## config.mk

```make
export PLATFORM = sky130hd
export DESIGN_NAME = clock_offset_estimator
export DESIGN_NICKNAME = d
export VERILOG_FILES = /design/src/sv/coe_pkg.sv /design/src/sv/coe_ram.sv /design/src/sv/coe_sample_calc.sv /design/src/sv/coe_min_scan.sv /design/src/sv/clock_offset_estimator.sv
export SDC_FILE = /design/constraint.sdc
export NUM_CORES = 2
export LEC_CHECK = 0
export BUFFER_PORTS_ARGS = -buffer_cell sky130_fd_sc_hd__buf_2
export CAP_MARGIN = 15
export CORE_ASPECT_RATIO = 0.75
export CORE_MARGIN = 2
export CORE_UTILIZATION = 45
export DETAILED_ROUTE_END_ITERATION = 10
export PLACE_DENSITY = 0.66
export SYNTH_ARGS = -nofsm -noshare
export SYNTH_HDL_FRONTEND = slang
export SYNTH_SLANG_ARGS = --single-unit
```

## constraint.sdc

```tcl
create_clock -name clk -period 20.1 [get_ports clk]
set_input_delay 1.005 -clock clk [delete_from_list [all_inputs] [get_ports clk]]
set_output_delay 1.005 -clock clk [all_outputs]
set_load 0.005 [all_outputs]
```

## src/sv/coe_pkg.sv

```systemverilog
// Shared types, constants and codes of the clock offset estimator.
`default_nettype none

package coe_pkg;

    // Sample ring geometry.
    localparam int SAMPLE_SLOTS = 8;
    localparam int SLOT_W = $clog2(SAMPLE_SLOTS);
    localparam int COUNT_W = $clog2(SAMPLE_SLOTS + 1);

    // Field widths.
    localparam int TIME_W = 64;
    localparam int CFG_W = 40;
    localparam int SMALL_W = 7;
    localparam int CFG_IDX_W = 3;
    localparam int SAMPLE_W = 2 * TIME_W;

    typedef logic [TIME_W-1:0] time_t;
    typedef logic signed [TIME_W-1:0] stime_t;
    typedef logic [SLOT_W-1:0] slot_t;
    typedef logic [COUNT_W-1:0] count_t;

    // Command codes of an input beat.
    typedef enum logic [1:0] {
        CMD_PROBE   = 2'd0,
        CMD_REPLY   = 2'd1,
        CMD_CONVERT = 2'd2,
        CMD_NONE    = 2'd3
    } cmd_t;

    // Configuration register indexes.
    localparam logic [CFG_IDX_W-1:0] CFG_REPLY_TIMEOUT    = 3'd0;
    localparam logic [CFG_IDX_W-1:0] CFG_STARTUP_INTERVAL = 3'd1;
    localparam logic [CFG_IDX_W-1:0] CFG_STEADY_INTERVAL  = 3'd2;
    localparam logic [CFG_IDX_W-1:0] CFG_STARTUP_SAMPLES  = 3'd3;
    localparam logic [CFG_IDX_W-1:0] CFG_SYNC_MIN_SAMPLES = 3'd4;

    // Reset values of the configuration registers.
    localparam logic [CFG_W-1:0] RST_REPLY_TIMEOUT    = 40'd10000000000;
    localparam logic [CFG_W-1:0] RST_STARTUP_INTERVAL = 40'd1000000000;
    localparam logic [CFG_W-1:0] RST_STEADY_INTERVAL  = 40'd30000000000;
    localparam logic [SMALL_W-1:0] RST_STARTUP_SAMPLES  = 7'd4;
    localparam logic [SMALL_W-1:0] RST_SYNC_MIN_SAMPLES = 7'd2;

    // Controller states.
    typedef enum logic [2:0] {
        ST_IDLE,
        ST_EXEC,
        ST_PROBE,
        ST_WRITE,
        ST_SCAN,
        ST_DONE
    } state_t;

    // Start request from the controller to the minimum scanner.
    typedef struct packed {
        logic   start;
        count_t count;
    } scan_req_t;

    // Status and running minimum from the scanner.
    typedef struct packed {
        logic   done;
        time_t  best_rtt;
        stime_t best_offset;
    } scan_status_t;

endpackage

`default_nettype wire

```

## src/sv/coe_ram.sv

```systemverilog
// Generic single-port-write, single-port-read RAM with registered read data.
`default_nettype none

module coe_ram #(
    parameter int WIDTH = 8,
    parameter int DEPTH = 8
) (
    input  wire logic                     clk,
    input  wire logic                     we,
    input  wire logic [$clog2(DEPTH)-1:0] waddr,
    input  wire logic [WIDTH-1:0]         wdata,
    input  wire logic [$clog2(DEPTH)-1:0] raddr,
    output logic      [WIDTH-1:0]         rdata
);

    logic [WIDTH-1:0] mem [DEPTH];

    // Registered read; a read at the same edge as a write to that entry returns the old
    // data, and a read in the cycle after the write sees the new data.
    always_ff @(posedge clk)
    begin
        if (we)
        begin
            mem[waddr] <= wdata;
        end
        rdata <= mem[raddr];
    end

endmodule

`default_nettype wire

```

## src/sv/coe_sample_calc.sv

```systemverilog
// Round trip and midpoint offset of one four-timestamp reply; differences registered, final step combinational.
`default_nettype none

module coe_sample_calc (
    input  wire logic            clk,
    input  wire logic            load,
    input  wire coe_pkg::time_t  cs,
    input  wire coe_pkg::time_t  br,
    input  wire coe_pkg::time_t  bs,
    input  wire coe_pkg::time_t  cr,
    output coe_pkg::time_t       rtt,
    output coe_pkg::stime_t      offset
);

    coe_pkg::time_t  el_reg;
    coe_pkg::time_t  bel_reg;
    coe_pkg::stime_t d_rx_reg;
    coe_pkg::stime_t d_tx_reg;
    logic [coe_pkg::TIME_W:0] rtt_diff;

    // Signed difference of two unsigned times, clamped to the signed range.
    function automatic coe_pkg::stime_t sat_diff(input coe_pkg::time_t a,
                                                 input coe_pkg::time_t b);
        logic [coe_pkg::TIME_W:0] d;
        coe_pkg::stime_t res;
        d = {1'b0, a} - {1'b0, b};
        if (d[coe_pkg::TIME_W] == d[coe_pkg::TIME_W-1])
        begin
            res = d[coe_pkg::TIME_W-1:0];
        end
        else if (!d[coe_pkg::TIME_W])
        begin
            res = {1'b0, {(coe_pkg::TIME_W-1){1'b1}}};
        end
        else
        begin
            res = {1'b1, {(coe_pkg::TIME_W-1){1'b0}}};
        end
        return res;
    endfunction

    // Average: each half truncated toward zero, plus half the sum of the remainders.
    function automatic coe_pkg::stime_t trunc_avg(input coe_pkg::stime_t a,
                                                  input coe_pkg::stime_t b);
        logic signed [coe_pkg::TIME_W:0] ha;
        logic signed [coe_pkg::TIME_W:0] hb;
        logic signed [coe_pkg::TIME_W:0] corr;
        logic signed [coe_pkg::TIME_W:0] sum;
        ha = ($signed({a[coe_pkg::TIME_W-1], a})
              + $signed({{coe_pkg::TIME_W{1'b0}}, a[coe_pkg::TIME_W-1] & a[0]})) >>> 1;
        hb = ($signed({b[coe_pkg::TIME_W-1], b})
              + $signed({{coe_pkg::TIME_W{1'b0}}, b[coe_pkg::TIME_W-1] & b[0]})) >>> 1;
        if (a[0] && b[0] && (a[coe_pkg::TIME_W-1] == b[coe_pkg::TIME_W-1]))
        begin
            corr = a[coe_pkg::TIME_W-1] ? '1 : (coe_pkg::TIME_W+1)'(1);
        end
        else
        begin
            corr = '0;
        end
        sum = ha + hb + corr;
        return sum[coe_pkg::TIME_W-1:0];
    endfunction

    // First stage: elapsed times and the two saturated one-way differences.
    always_ff @(posedge clk)
    begin
        if (load)
        begin
            el_reg   <= cr - cs;
            bel_reg  <= bs - br;
            d_rx_reg <= sat_diff(br, cs);
            d_tx_reg <= sat_diff(bs, cr);
        end
    end

    // Second stage: round trip floored at zero, and the midpoint offset.
    assign rtt_diff = {1'b0, el_reg} - {1'b0, bel_reg};
    assign rtt      = rtt_diff[coe_pkg::TIME_W] ? '0 : rtt_diff[coe_pkg::TIME_W-1:0];
    assign offset   = trunc_avg(d_rx_reg, d_tx_reg);

endmodule

`default_nettype wire

```

## src/sv/coe_min_scan.sv

```systemverilog
// Walks the stored samples through the RAM read port and keeps the lowest round trip.
`default_nettype none

module coe_min_scan (
    input  wire logic                        clk,
    input  wire logic                        rst_n,
    input  wire coe_pkg::scan_req_t          req,
    output coe_pkg::slot_t                   raddr,
    input  wire logic [coe_pkg::SAMPLE_W-1:0] rdata,
    output coe_pkg::scan_status_t            status
);

    logic            busy_reg;
    logic            pend_reg;
    logic            first_reg;
    coe_pkg::count_t issue_reg;
    coe_pkg::count_t count_reg;
    coe_pkg::time_t  best_rtt_reg;
    coe_pkg::stime_t best_off_reg;
    logic            issuing;
    logic            done;
    coe_pkg::time_t  rd_rtt;
    coe_pkg::stime_t rd_off;

    // Read address and completion; data arrives in the cycle after each address.
    assign issuing = busy_reg && (issue_reg < count_reg);
    assign done    = busy_reg && (issue_reg == count_reg) && !pend_reg;
    assign raddr   = issue_reg[coe_pkg::SLOT_W-1:0];
    assign rd_rtt  = rdata[coe_pkg::SAMPLE_W-1:coe_pkg::TIME_W];
    assign rd_off  = rdata[coe_pkg::TIME_W-1:0];

    // Scan sequencer and running minimum; strict compare keeps the lowest slot on ties.
    always_ff @(posedge clk or negedge rst_n)
    begin
        if (!rst_n)
        begin
            busy_reg     <= 1'b0;
            pend_reg     <= 1'b0;
            first_reg    <= 1'b0;
            issue_reg    <= '0;
            count_reg    <= '0;
            best_rtt_reg <= '0;
            best_off_reg <= '0;
        end
        else if (req.start)
        begin
            busy_reg  <= 1'b1;
            pend_reg  <= 1'b0;
            first_reg <= 1'b1;
            issue_reg <= '0;
            count_reg <= req.count;
        end
        else if (busy_reg)
        begin
            pend_reg <= issuing;
            if (issuing)
            begin
                issue_reg <= issue_reg + 1'b1;
            end
            if (pend_reg)
            begin
                first_reg <= 1'b0;
                if (first_reg || (rd_rtt < best_rtt_reg))
                begin
                    best_rtt_reg <= rd_rtt;
                    best_off_reg <= rd_off;
                end
            end
            if (done)
            begin
                busy_reg <= 1'b0;
            end
        end
    end

    assign status.done        = done;
    assign status.best_rtt    = best_rtt_reg;
    assign status.best_offset = best_off_reg;

endmodule

`default_nettype wire

```

## src/sv/clock_offset_estimator.sv

```systemverilog
// Top level of the four-timestamp clock offset estimator.
`default_nettype none

// Clock offset estimator. Each input beat is one command: a probe tick decides
// whether a sync request goes out now, a reply with four timestamps adds a
// sample to a ring of SAMPLE_SLOTS entries held in one RAM, and a convert maps
// server time to client time through the offset of the lowest-round-trip
// sample. Every input beat gives exactly one result beat. Items are handled
// one at a time: a probe passes through the execute, probe and done states,
// a convert or a rejected reply through execute and done, and an accepted
// reply through execute, write, scan and done, where the scan walks the N
// stored samples (at most SAMPLE_SLOTS) and reads one sample per cycle through
// the single RAM read port. A finished result waits in the output register
// while the next beat is accepted. The sample RAM needs no clearing after
// reset: only slots already written are searched.
module clock_offset_estimator (
    input  wire logic                              clk,
    input  wire logic                              rst_n,
    // Configuration write port
    input  wire logic                              cfg_write,
    input  wire logic [coe_pkg::CFG_IDX_W-1:0]     cfg_index,
    input  wire logic [coe_pkg::CFG_W-1:0]         cfg_wdata,
    // Input channel
    input  wire logic                              in_valid,
    output logic                                   in_ready,
    input  wire logic [1:0]                        cmd,
    input  wire coe_pkg::time_t                    now_time,
    input  wire coe_pkg::time_t                    client_send_time,
    input  wire coe_pkg::time_t                    backend_receive_time,
    input  wire coe_pkg::time_t                    backend_send_time,
    input  wire coe_pkg::time_t                    client_receive_time,
    input  wire coe_pkg::time_t                    server_time,
    // Output channel
    output logic                                   out_valid,
    input  wire logic                              out_ready,
    output logic                                   ok,
    output coe_pkg::time_t                         probe_time,
    output coe_pkg::time_t                         client_time,
    output coe_pkg::time_t                         best_round_trip,
    output coe_pkg::stime_t                        clock_offset,
    output logic                                   synced
);

    // Configuration registers.
    logic [coe_pkg::CFG_W-1:0]   reply_timeout_reg;
    logic [coe_pkg::CFG_W-1:0]   startup_interval_reg;
    logic [coe_pkg::CFG_W-1:0]   steady_interval_reg;
    logic [coe_pkg::SMALL_W-1:0] startup_samples_reg;
    logic [coe_pkg::SMALL_W-1:0] sync_min_samples_reg;

    // Controller state.
    coe_pkg::state_t state_reg;
    coe_pkg::state_t state_next;

    // Captured input beat.
    coe_pkg::cmd_t   cmd_reg;
    coe_pkg::time_t  now_reg;
    coe_pkg::time_t  cs_reg;
    coe_pkg::time_t  br_reg;
    coe_pkg::time_t  bs_reg;
    coe_pkg::time_t  cr_reg;
    coe_pkg::time_t  st_reg;

    // Estimator state held in flops.
    logic            awaiting_reg;
    coe_pkg::time_t  pending_send_reg;
    coe_pkg::time_t  last_probe_reg;
    coe_pkg::count_t stored_count_reg;
    coe_pkg::slot_t  write_slot_reg;
    logic            sync_reg;

    // Probe differences computed in the execute cycle.
    logic [coe_pkg::TIME_W:0]  pend_diff_reg;
    logic [coe_pkg::TIME_W:0]  last_diff_reg;
    logic [coe_pkg::CFG_W-1:0] interval_reg;

    // Result held until the output register is free.
    logic            res_ok_reg;
    coe_pkg::time_t  res_probe_reg;
    coe_pkg::time_t  res_client_reg;

    // Output register.
    logic            out_valid_reg;
    logic            ok_reg;
    coe_pkg::time_t  probe_time_reg;
    coe_pkg::time_t  client_time_reg;
    coe_pkg::time_t  best_rtt_reg;
    coe_pkg::stime_t clock_offset_reg;
    logic            synced_reg;

    // Control strobes.
    logic in_take;
    logic exec_probe;
    logic exec_sample;
    logic exec_finish;
    logic probe_commit;
    logic sample_write;
    logic scan_finish;
    logic out_load;

    logic            reply_ok;
    logic            refuse_await;
    logic            refuse_space;
    logic            proceed;
    logic [coe_pkg::TIME_W+1:0] conv_diff;
    coe_pkg::time_t  conv_time;
    coe_pkg::count_t count_inc;

    coe_pkg::time_t  sample_rtt;
    coe_pkg::stime_t sample_off;
    coe_pkg::scan_req_t    scan_req;
    coe_pkg::scan_status_t scan_status;
    coe_pkg::slot_t        ram_raddr;
    logic [coe_pkg::SAMPLE_W-1:0] ram_rdata;

    // Reply acceptance check on the captured beat.
    assign reply_ok = awaiting_reg && (cs_reg == pending_send_reg)
                      && (cr_reg >= cs_reg) && (bs_reg >= br_reg);

    // Probe decision from the registered differences.
    assign refuse_await = awaiting_reg && !pend_diff_reg[coe_pkg::TIME_W]
        && (pend_diff_reg[coe_pkg::TIME_W-1:0]
            <= coe_pkg::TIME_W'(reply_timeout_reg));
    assign refuse_space = (last_probe_reg != '0) && !last_diff_reg[coe_pkg::TIME_W]
        && (last_diff_reg[coe_pkg::TIME_W-1:0] < coe_pkg::TIME_W'(interval_reg));
    assign proceed = !refuse_await && !refuse_space;

    // Server to client time: server_time minus offset, clamped to the unsigned range.
    assign conv_diff = {2'b00, st_reg}
        - {{2{scan_status.best_offset[coe_pkg::TIME_W-1]}}, scan_status.best_offset};
    always_comb
    begin
        if (conv_diff[coe_pkg::TIME_W+1])
        begin
            conv_time = '0;
        end
        else if (conv_diff[coe_pkg::TIME_W])
        begin
            conv_time = '1;
        end
        else
        begin
            conv_time = conv_diff[coe_pkg::TIME_W-1:0];
        end
    end

    assign count_inc = (stored_count_reg == coe_pkg::COUNT_W'(coe_pkg::SAMPLE_SLOTS))
                       ? stored_count_reg : stored_count_reg + 1'b1;

    // Next-state logic.
    always_comb
    begin
        state_next = state_reg;
        case (state_reg)
            coe_pkg::ST_IDLE:
            begin
                if (in_valid)
                begin
                    state_next = coe_pkg::ST_EXEC;
                end
            end
            coe_pkg::ST_EXEC:
            begin
                if (cmd_reg == coe_pkg::CMD_PROBE)
                begin
                    state_next = coe_pkg::ST_PROBE;
                end
                else if ((cmd_reg == coe_pkg::CMD_REPLY) && reply_ok)
                begin
                    state_next = coe_pkg::ST_WRITE;
                end
                else
                begin
                    state_next = coe_pkg::ST_DONE;
                end
            end
            coe_pkg::ST_PROBE:
            begin
                state_next = coe_pkg::ST_DONE;
            end
            coe_pkg::ST_WRITE:
            begin
                state_next = coe_pkg::ST_SCAN;
            end
            coe_pkg::ST_SCAN:
            begin
                if (scan_status.done)
                begin
                    state_next = coe_pkg::ST_DONE;
                end
            end
            coe_pkg::ST_DONE:
            begin
                if (!out_valid_reg || out_ready)
                begin
                    state_next = coe_pkg::ST_IDLE;
                end
            end
            default:
            begin
                state_next = coe_pkg::ST_IDLE;
            end
        endcase
    end

    // Output and strobe logic of the controller.
    always_comb
    begin
        in_ready     = 1'b0;
        in_take      = 1'b0;
        exec_probe   = 1'b0;
        exec_sample  = 1'b0;
        exec_finish  = 1'b0;
        probe_commit = 1'b0;
        sample_write = 1'b0;
        scan_finish  = 1'b0;
        out_load     = 1'b0;
        case (state_reg)
            coe_pkg::ST_IDLE:
            begin
                in_ready = 1'b1;
                in_take  = in_valid;
            end
            coe_pkg::ST_EXEC:
            begin
                if (cmd_reg == coe_pkg::CMD_PROBE)
                begin
                    exec_probe = 1'b1;
                end
                else if ((cmd_reg == coe_pkg::CMD_REPLY) && reply_ok)
                begin
                    exec_sample = 1'b1;
                end
                else
                begin
                    exec_finish = 1'b1;
                end
            end
            coe_pkg::ST_PROBE:
            begin
                probe_commit = 1'b1;
            end
            coe_pkg::ST_WRITE:
            begin
                sample_write = 1'b1;
            end
            coe_pkg::ST_SCAN:
            begin
                scan_finish = scan_status.done;
            end
            coe_pkg::ST_DONE:
            begin
                out_load = !out_valid_reg || out_ready;
            end
            default:
            begin
                in_ready = 1'b0;
            end
        endcase
    end

    // Controller state register.
    always_ff @(posedge clk or negedge rst_n)
    begin
        if (!rst_n)
        begin
            state_reg <= coe_pkg::ST_IDLE;
        end
        else
        begin
            state_reg <= state_next;
        end
    end

    // Configuration registers; writes are masked to each register's width.
    always_ff @(posedge clk or negedge rst_n)
    begin
        if (!rst_n)
        begin
            reply_timeout_reg    <= coe_pkg::RST_REPLY_TIMEOUT;
            startup_interval_reg <= coe_pkg::RST_STARTUP_INTERVAL;
            steady_interval_reg  <= coe_pkg::RST_STEADY_INTERVAL;
            startup_samples_reg  <= coe_pkg::RST_STARTUP_SAMPLES;
            sync_min_samples_reg <= coe_pkg::RST_SYNC_MIN_SAMPLES;
        end
        else if (cfg_write)
        begin
            case (cfg_index)
                coe_pkg::CFG_REPLY_TIMEOUT:    reply_timeout_reg    <= cfg_wdata;
                coe_pkg::CFG_STARTUP_INTERVAL: startup_interval_reg <= cfg_wdata;
                coe_pkg::CFG_STEADY_INTERVAL:  steady_interval_reg  <= cfg_wdata;
                coe_pkg::CFG_STARTUP_SAMPLES:
                    startup_samples_reg <= cfg_wdata[coe_pkg::SMALL_W-1:0];
                coe_pkg::CFG_SYNC_MIN_SAMPLES:
                    sync_min_samples_reg <= cfg_wdata[coe_pkg::SMALL_W-1:0];
                default:
                begin
                end
            endcase
        end
    end

    // Input capture and probe differences.
    always_ff @(posedge clk)
    begin
        if (in_take)
        begin
            cmd_reg <= coe_pkg::cmd_t'(cmd);
            now_reg <= now_time;
            cs_reg  <= client_send_time;
            br_reg  <= backend_receive_time;
            bs_reg  <= backend_send_time;
            cr_reg  <= client_receive_time;
            st_reg  <= server_time;
        end
        if (exec_probe)
        begin
            pend_diff_reg <= {1'b0, now_reg} - {1'b0, pending_send_reg};
            last_diff_reg <= {1'b0, now_reg} - {1'b0, last_probe_reg};
            interval_reg  <= (coe_pkg::SMALL_W'(stored_count_reg) < startup_samples_reg)
                             ? startup_interval_reg : steady_interval_reg;
        end
    end

    // Estimator state updates.
    always_ff @(posedge clk or negedge rst_n)
    begin
        if (!rst_n)
        begin
            awaiting_reg     <= 1'b0;
            pending_send_reg <= '0;
            last_probe_reg   <= '0;
            stored_count_reg <= '0;
            write_slot_reg   <= '0;
            sync_reg         <= 1'b0;
        end
        else
        begin
            if (probe_commit)
            begin
                if (proceed)
                begin
                    awaiting_reg     <= 1'b1;
                    pending_send_reg <= now_reg;
                    last_probe_reg   <= now_reg;
                end
                else if (!refuse_await)
                begin
                    awaiting_reg <= 1'b0;
                end
            end
            if (sample_write)
            begin
                awaiting_reg     <= 1'b0;
                stored_count_reg <= count_inc;
                write_slot_reg   <= (write_slot_reg
                                     == coe_pkg::SLOT_W'(coe_pkg::SAMPLE_SLOTS - 1))
                                    ? '0 : write_slot_reg + 1'b1;
            end
            if (scan_finish)
            begin
                sync_reg <= coe_pkg::SMALL_W'(stored_count_reg) >= sync_min_samples_reg;
            end
        end
    end

    // Result fields of the current item.
    always_ff @(posedge clk)
    begin
        if (exec_finish)
        begin
            res_ok_reg     <= (cmd_reg == coe_pkg::CMD_CONVERT) && sync_reg;
            res_probe_reg  <= '0;
            res_client_reg <= ((cmd_reg == coe_pkg::CMD_CONVERT) && sync_reg)
                              ? conv_time : '0;
        end
        if (probe_commit)
        begin
            res_ok_reg     <= proceed;
            res_probe_reg  <= proceed ? now_reg : '0;
            res_client_reg <= '0;
        end
        if (sample_write)
        begin
            res_ok_reg     <= 1'b1;
            res_probe_reg  <= '0;
            res_client_reg <= '0;
        end
    end

    // Output register: valid bit is control, fields are payload.
    always_ff @(posedge clk or negedge rst_n)
    begin
        if (!rst_n)
        begin
            out_valid_reg <= 1'b0;
        end
        else if (out_load)
        begin
            out_valid_reg <= 1'b1;
        end
        else if (out_ready)
        begin
            out_valid_reg <= 1'b0;
        end
    end

    always_ff @(posedge clk)
    begin
        if (out_load)
        begin
            ok_reg           <= res_ok_reg;
            probe_time_reg   <= res_probe_reg;
            client_time_reg  <= res_client_reg;
            best_rtt_reg     <= scan_status.best_rtt;
            clock_offset_reg <= scan_status.best_offset;
            synced_reg       <= sync_reg;
        end
    end

    assign out_valid       = out_valid_reg;
    assign ok              = ok_reg;
    assign probe_time      = probe_time_reg;
    assign client_time     = client_time_reg;
    assign best_round_trip = best_rtt_reg;
    assign clock_offset    = clock_offset_reg;
    assign synced          = synced_reg;

    // Sample computation for an accepted reply.
    coe_sample_calc u_sample_calc (
        .clk    (clk),
        .load   (exec_sample),
        .cs     (cs_reg),
        .br     (br_reg),
        .bs     (bs_reg),
        .cr     (cr_reg),
        .rtt    (sample_rtt),
        .offset (sample_off)
    );

    // Sample ring: round trip in the upper half, offset in the lower half.
    // The scan starts the cycle after the write, so the read sees the new entry.
    coe_ram #(
        .WIDTH (coe_pkg::SAMPLE_W),
        .DEPTH (coe_pkg::SAMPLE_SLOTS)
    ) u_sample_ram (
        .clk   (clk),
        .we    (sample_write),
        .waddr (write_slot_reg),
        .wdata ({sample_rtt, sample_off}),
        .raddr (ram_raddr),
        .rdata (ram_rdata)
    );

    assign scan_req.start = sample_write;
    assign scan_req.count = count_inc;

    // Minimum round trip search over the stored slots.
    coe_min_scan u_min_scan (
        .clk    (clk),
        .rst_n  (rst_n),
        .req    (scan_req),
        .raddr  (ram_raddr),
        .rdata  (ram_rdata),
        .status (scan_status)
    );

endmodule

`default_nettype wire

```

==> parameters.txt <==
Parameter                              Value

Status
  Result of the run    completed

Placed design
  Cell Count Post-Placement    14.13k
  RD Place Congestion    about 0.98
  IO buf count    693
  Detail Placement HPWL    289,100 um
  Worst Setup Slack post-DPL    13.02 ns

Final layout
  Flip-flop count of the largest register, all copies and words added    1,024
  Layout Cells excl Fill    14.67k
  Share of layout cells above drive strength 1    19.01%
  Layout filler cell count    24.39k
  Highest-count cells in the layout ignoring fill and taps    edfxtp_1 (2,029), inv_1 (812), buf_2 (694)
  Final core utilization    roughly 51%
  Most common cell after layout, fill and taps aside    edfxtp_1
  # nets final    about 12k
  Area delta synth->final    13.34%

Global routing
  Largest net degree at the start of global routing    180
  All-Layer GR Usage    25.84%
  Total overflow reported by the global router    0
  First-pass GRT wire length    roughly 560,000 um
  Initial antenna violation count    96
  Number of global-route vias before repair    just over 80k

Timing
  Tmin final    around 7.5 ns
  RSZ-0062 raised after global routing    false
  Final hold viol count    0
  Number of setup violations in the final report    0
  Ratio of final minimum period to clock period    37.21%
  Worst-case headroom to the max-slew limit    13.11%
  Worst clock skew on the final layout    0.09251 ns
  Worst-case setup margin in the final layout    12.62 ns
  Slew Viols, Final    0
  Total Neg Setup Slack    0 ns
  Least-Margin Pin Slew    approximately 1.3 ns
  Smallest hold slack    ~0.11 ns
  Fmax    133.7 MHz

Floorplan
  # rows    170
  Core box area    approximately 290,000 sq um
  Initial standard-cell utilization of the core    45.17%
  Die Footprint    290,800 sq um
  Die span in y    467.5 um
  Die extent in x    622.1 um
  Num ports    694

Route
  Average wire length per cell after detail routing    26.22 um
  Remaining design rule violation count    0
  Vias per cell    5.803
  Antenna viol nets, final    0
  First drt pass iteration count    6
  Via count    85.11k
  Post-detailed-routing wire length    about 380,000 um
  Initial detailed-routing violation count    about 9.6k

Synth
  Cells after Synth    9,917
  Yosys warning total    0
  Number of register bits inferred by synthesis    2,632
  Synthesized cell area    128,900 sq um
  Async SR Flop Fraction    13.15%
  Most frequently used flop master after synthesis    edfxtp_1
  Count of flip-flops with a built-in enable after synthesis    between 2k and 2.5k
  Sequential-to-total area share from yosys stat    between 50% and 60%
  Distinct cell type count of the synthesized netlist    111
  Number of nets in the synthesized netlist    11.09k
  Syn Area/Cell    between 10 and 15 sq um

Power
  Net switching share of the total power    ~34%
  Internal power    12.61 mW
  Power per cell area    approximately 130 nW/um^2
  Leakage power    around 57 nW
  Portion of total power attributed to the clock network    27.7%
  Comb pwr share    32.2%
  Peak supply drop    0.00009786 V
  Part of the total power dissipated in sequential elements    between 40% and 50%
  Net switching power    6.484 mW

Clock network
  Number of clock buffers inserted by TritonCTS    276
  Root buf cell    clkbuf_16
  Count of instances resized after the clock tree is built    0
  # Post-CTS Setup Buffers    0
  Maximum root-to-sink buffer count    4
  Clock insertion delay at the later pin of the skew report    0.89 ns
  Number of clock sinks    2,632
  Worst-path clk slew    0.06 ns
  Post-cts hold buffer count    0
  CTS HTree Levels    5
  CTS tree    built

Job
  Max-capacitance violation count    0

Critical path
  Peak fanout along the critical path    8
  Startpoint type of the worst setup path    flop
  Largest stage delay on the critical path    0.78 ns
  CP cell instances    buf_4 -> and2_1 -> ha_1 -> nand4_1 -> nor2_1 -> nand3_1 -> nor3_1 -> nand3_1 -> xor2_1 -> fa_1 -> inv_1 -> ha_1 -> nand2_1 -> nor4_1 -> nand2_1 -> o2bb2ai_1 -> nor4b_1 -> o31ai_1 -> a21boi_0 -> xnor2_1
  Nature of the critical path endpoint    flop
  Highest-delay cell along the critical path    nor3_1
  Crit path arrival time    between 8 and 9 ns
  Kind of critical path    flop to flop
  WP data required    20.63 ns

Worst hold path
  Worst hold-check path type    primary input to async pin
stage by stage:
stage                     power [mW]  area [sq um]
after detailed placement       13.82        136700
after global placement         13.73        136600
final                          19.09        146100
after global routing           20.05        146100
after floorplan                11.90        128900
after CTS                      19.13        146000
synth_stat cells, types with 13 or more instances:
| library cell | instances | area, sq um |
|---|---|---|
| dfstp_2 | 41 | 1077 |
| o21a_1 | 82 | 615.6 |
| a21o_1 | 408 | 3063 |
| mux2_1 | 13 | 146.4 |
| a22o_1 | 68 | 595.6 |
| nand4_1 | 180 | 1126 |
| a31oi_1 | 57 | 356.6 |
| dfxtp_1 | 257 | 5145 |
| nand2_1 | 477 | 1790 |
| o31ai_1 | 25 | 187.7 |
| and2_1 | 38 | 237.7 |
| nor3_1 | 95 | 475.5 |
| o21ai_0 | 400 | 2002 |
| nor2b_1 | 84 | 525.5 |
| and3_1 | 69 | 431.7 |
| and4_1 | 26 | 227.7 |
| a211oi_1 | 31 | 232.7 |
| nand3_1 | 168 | 840.8 |
| nor2_1 | 460 | 1727 |
| a211o_1 | 13 | 113.9 |
| xor2_1 | 289 | 2531 |
| inv_1 | 812 | 3048 |
| o211ai_1 | 22 | 165.2 |
| or3_1 | 21 | 131.4 |
| buf_2 | 35 | 175.2 |
| nand2b_1 | 73 | 456.7 |
| ha_1 | 671 | 8396 |
| a21oi_1 | 665 | 3328 |
| a221oi_1 | 22 | 192.7 |
| a21boi_0 | 23 | 172.7 |
| o21bai_1 | 90 | 675.7 |
| clkbuf_1 | 281 | 1055 |
| edfxtp_1 | 2029 | 60930 |
| o31a_1 | 13 | 113.9 |
| mux2_2 | 443 | 4989 |
| buf_1 | 36 | 135.1 |
| dfrtp_1 | 305 | 7632 |
| nor4_1 | 57 | 356.6 |
| xnor2_1 | 365 | 3197 |
| mux4_2 | 256 | 5766 |
| fa_1 | 71 | 1421 |
| o2bb2ai_1 | 68 | 595.6 |
| o21ai_1 | 15 | 75.07 |
worst max-delay path, delay by kind of cell, from the launching register on:
family	cells	cell delay, ns
and+or+nand+nor	10	3.49
AOI/OAI and AO/OA	3	1.25
adders and majority gates	3	1.12
xor gates and xnor gates	2	0.71
DFF	1	0.32
buffers and inverters	2	0.26
final cells by class:
class                      count  area (sq um)  share of cell area, %
inverter                     812          3048                  2.086
antenna                       38         95.09                0.06508
timing repair buffer         794          4347                  2.975
clock inverter               127          1615                  1.105
sequential                  2632         74790                  51.19
multi-input combinational   6110         49800                  34.08
clock buffer                 369          7684                  5.259
tap                         3784          4735                  3.240
power groups by stage:
stage / clock network, mW / registers [mW] / logic (mW)
floorplan: 0 / 7.45 / 4.45
CTS: 5.38 / 7.66 / 6.10
global route: 5.59 / 7.72 / 6.74
finish: 5.28 / 7.66 / 6.15
detailed placement: 0 / 7.76 / 6.06
global placement: 0 / 7.75 / 5.98
final timing paths:
kind / startpoint / endpoint / slack [ns] / depth (start not counted)
max: u_sample_calc.d_rx_reg[63] / u_sample_ram.mem[1][56] / 12.62 / 20
min: rst_n / u_min_scan.best_rtt_reg[49] / 0.11 / 1
max reg2reg: u_sample_calc.d_rx_reg[63] / u_sample_ram.mem[1][56] / 12.62 / 20
min reg2reg: res_probe_reg[21] / probe_time[21] / 0.42 / 0
max in group asynchronous: rst_n / startup_interval_reg[33] / 17.56 / 3
min in group clk: now_time[21] / now_reg[21] / 0.29 / 1
logic make-up (layout without fill, tap and decap cells):
kind of cell             count (synthesis)  after routing  share of synthesized area, %
XOR/XNOR                               655            655                         4.456
multiplexers                           717            717                         8.498
AO/OA/AOI/OAI                         2178           2178                         11.01
AND/OR/NAND/NOR                       1810           1810                         6.841
flip-flops                            2632           2632                         58.01
other                                    0             38                             0
adder cells (fa/ha/maj)                750            750                         7.677
buffers and inverters                 1175           2102                         3.518
routing by layer:
layer / vias to the layer above / track usage, % / wire length [um]
met4: 28 / 7.520 / 11580
met1: 42634 / 36.59 / 167900
met2: 3485 / 39.93 / 172100
met3: 599 / 5.767 / 32800
li1: 38361 / - / -
met5: - / 0 / 206
No activity file was read; power rests on OpenSTA's default activity.
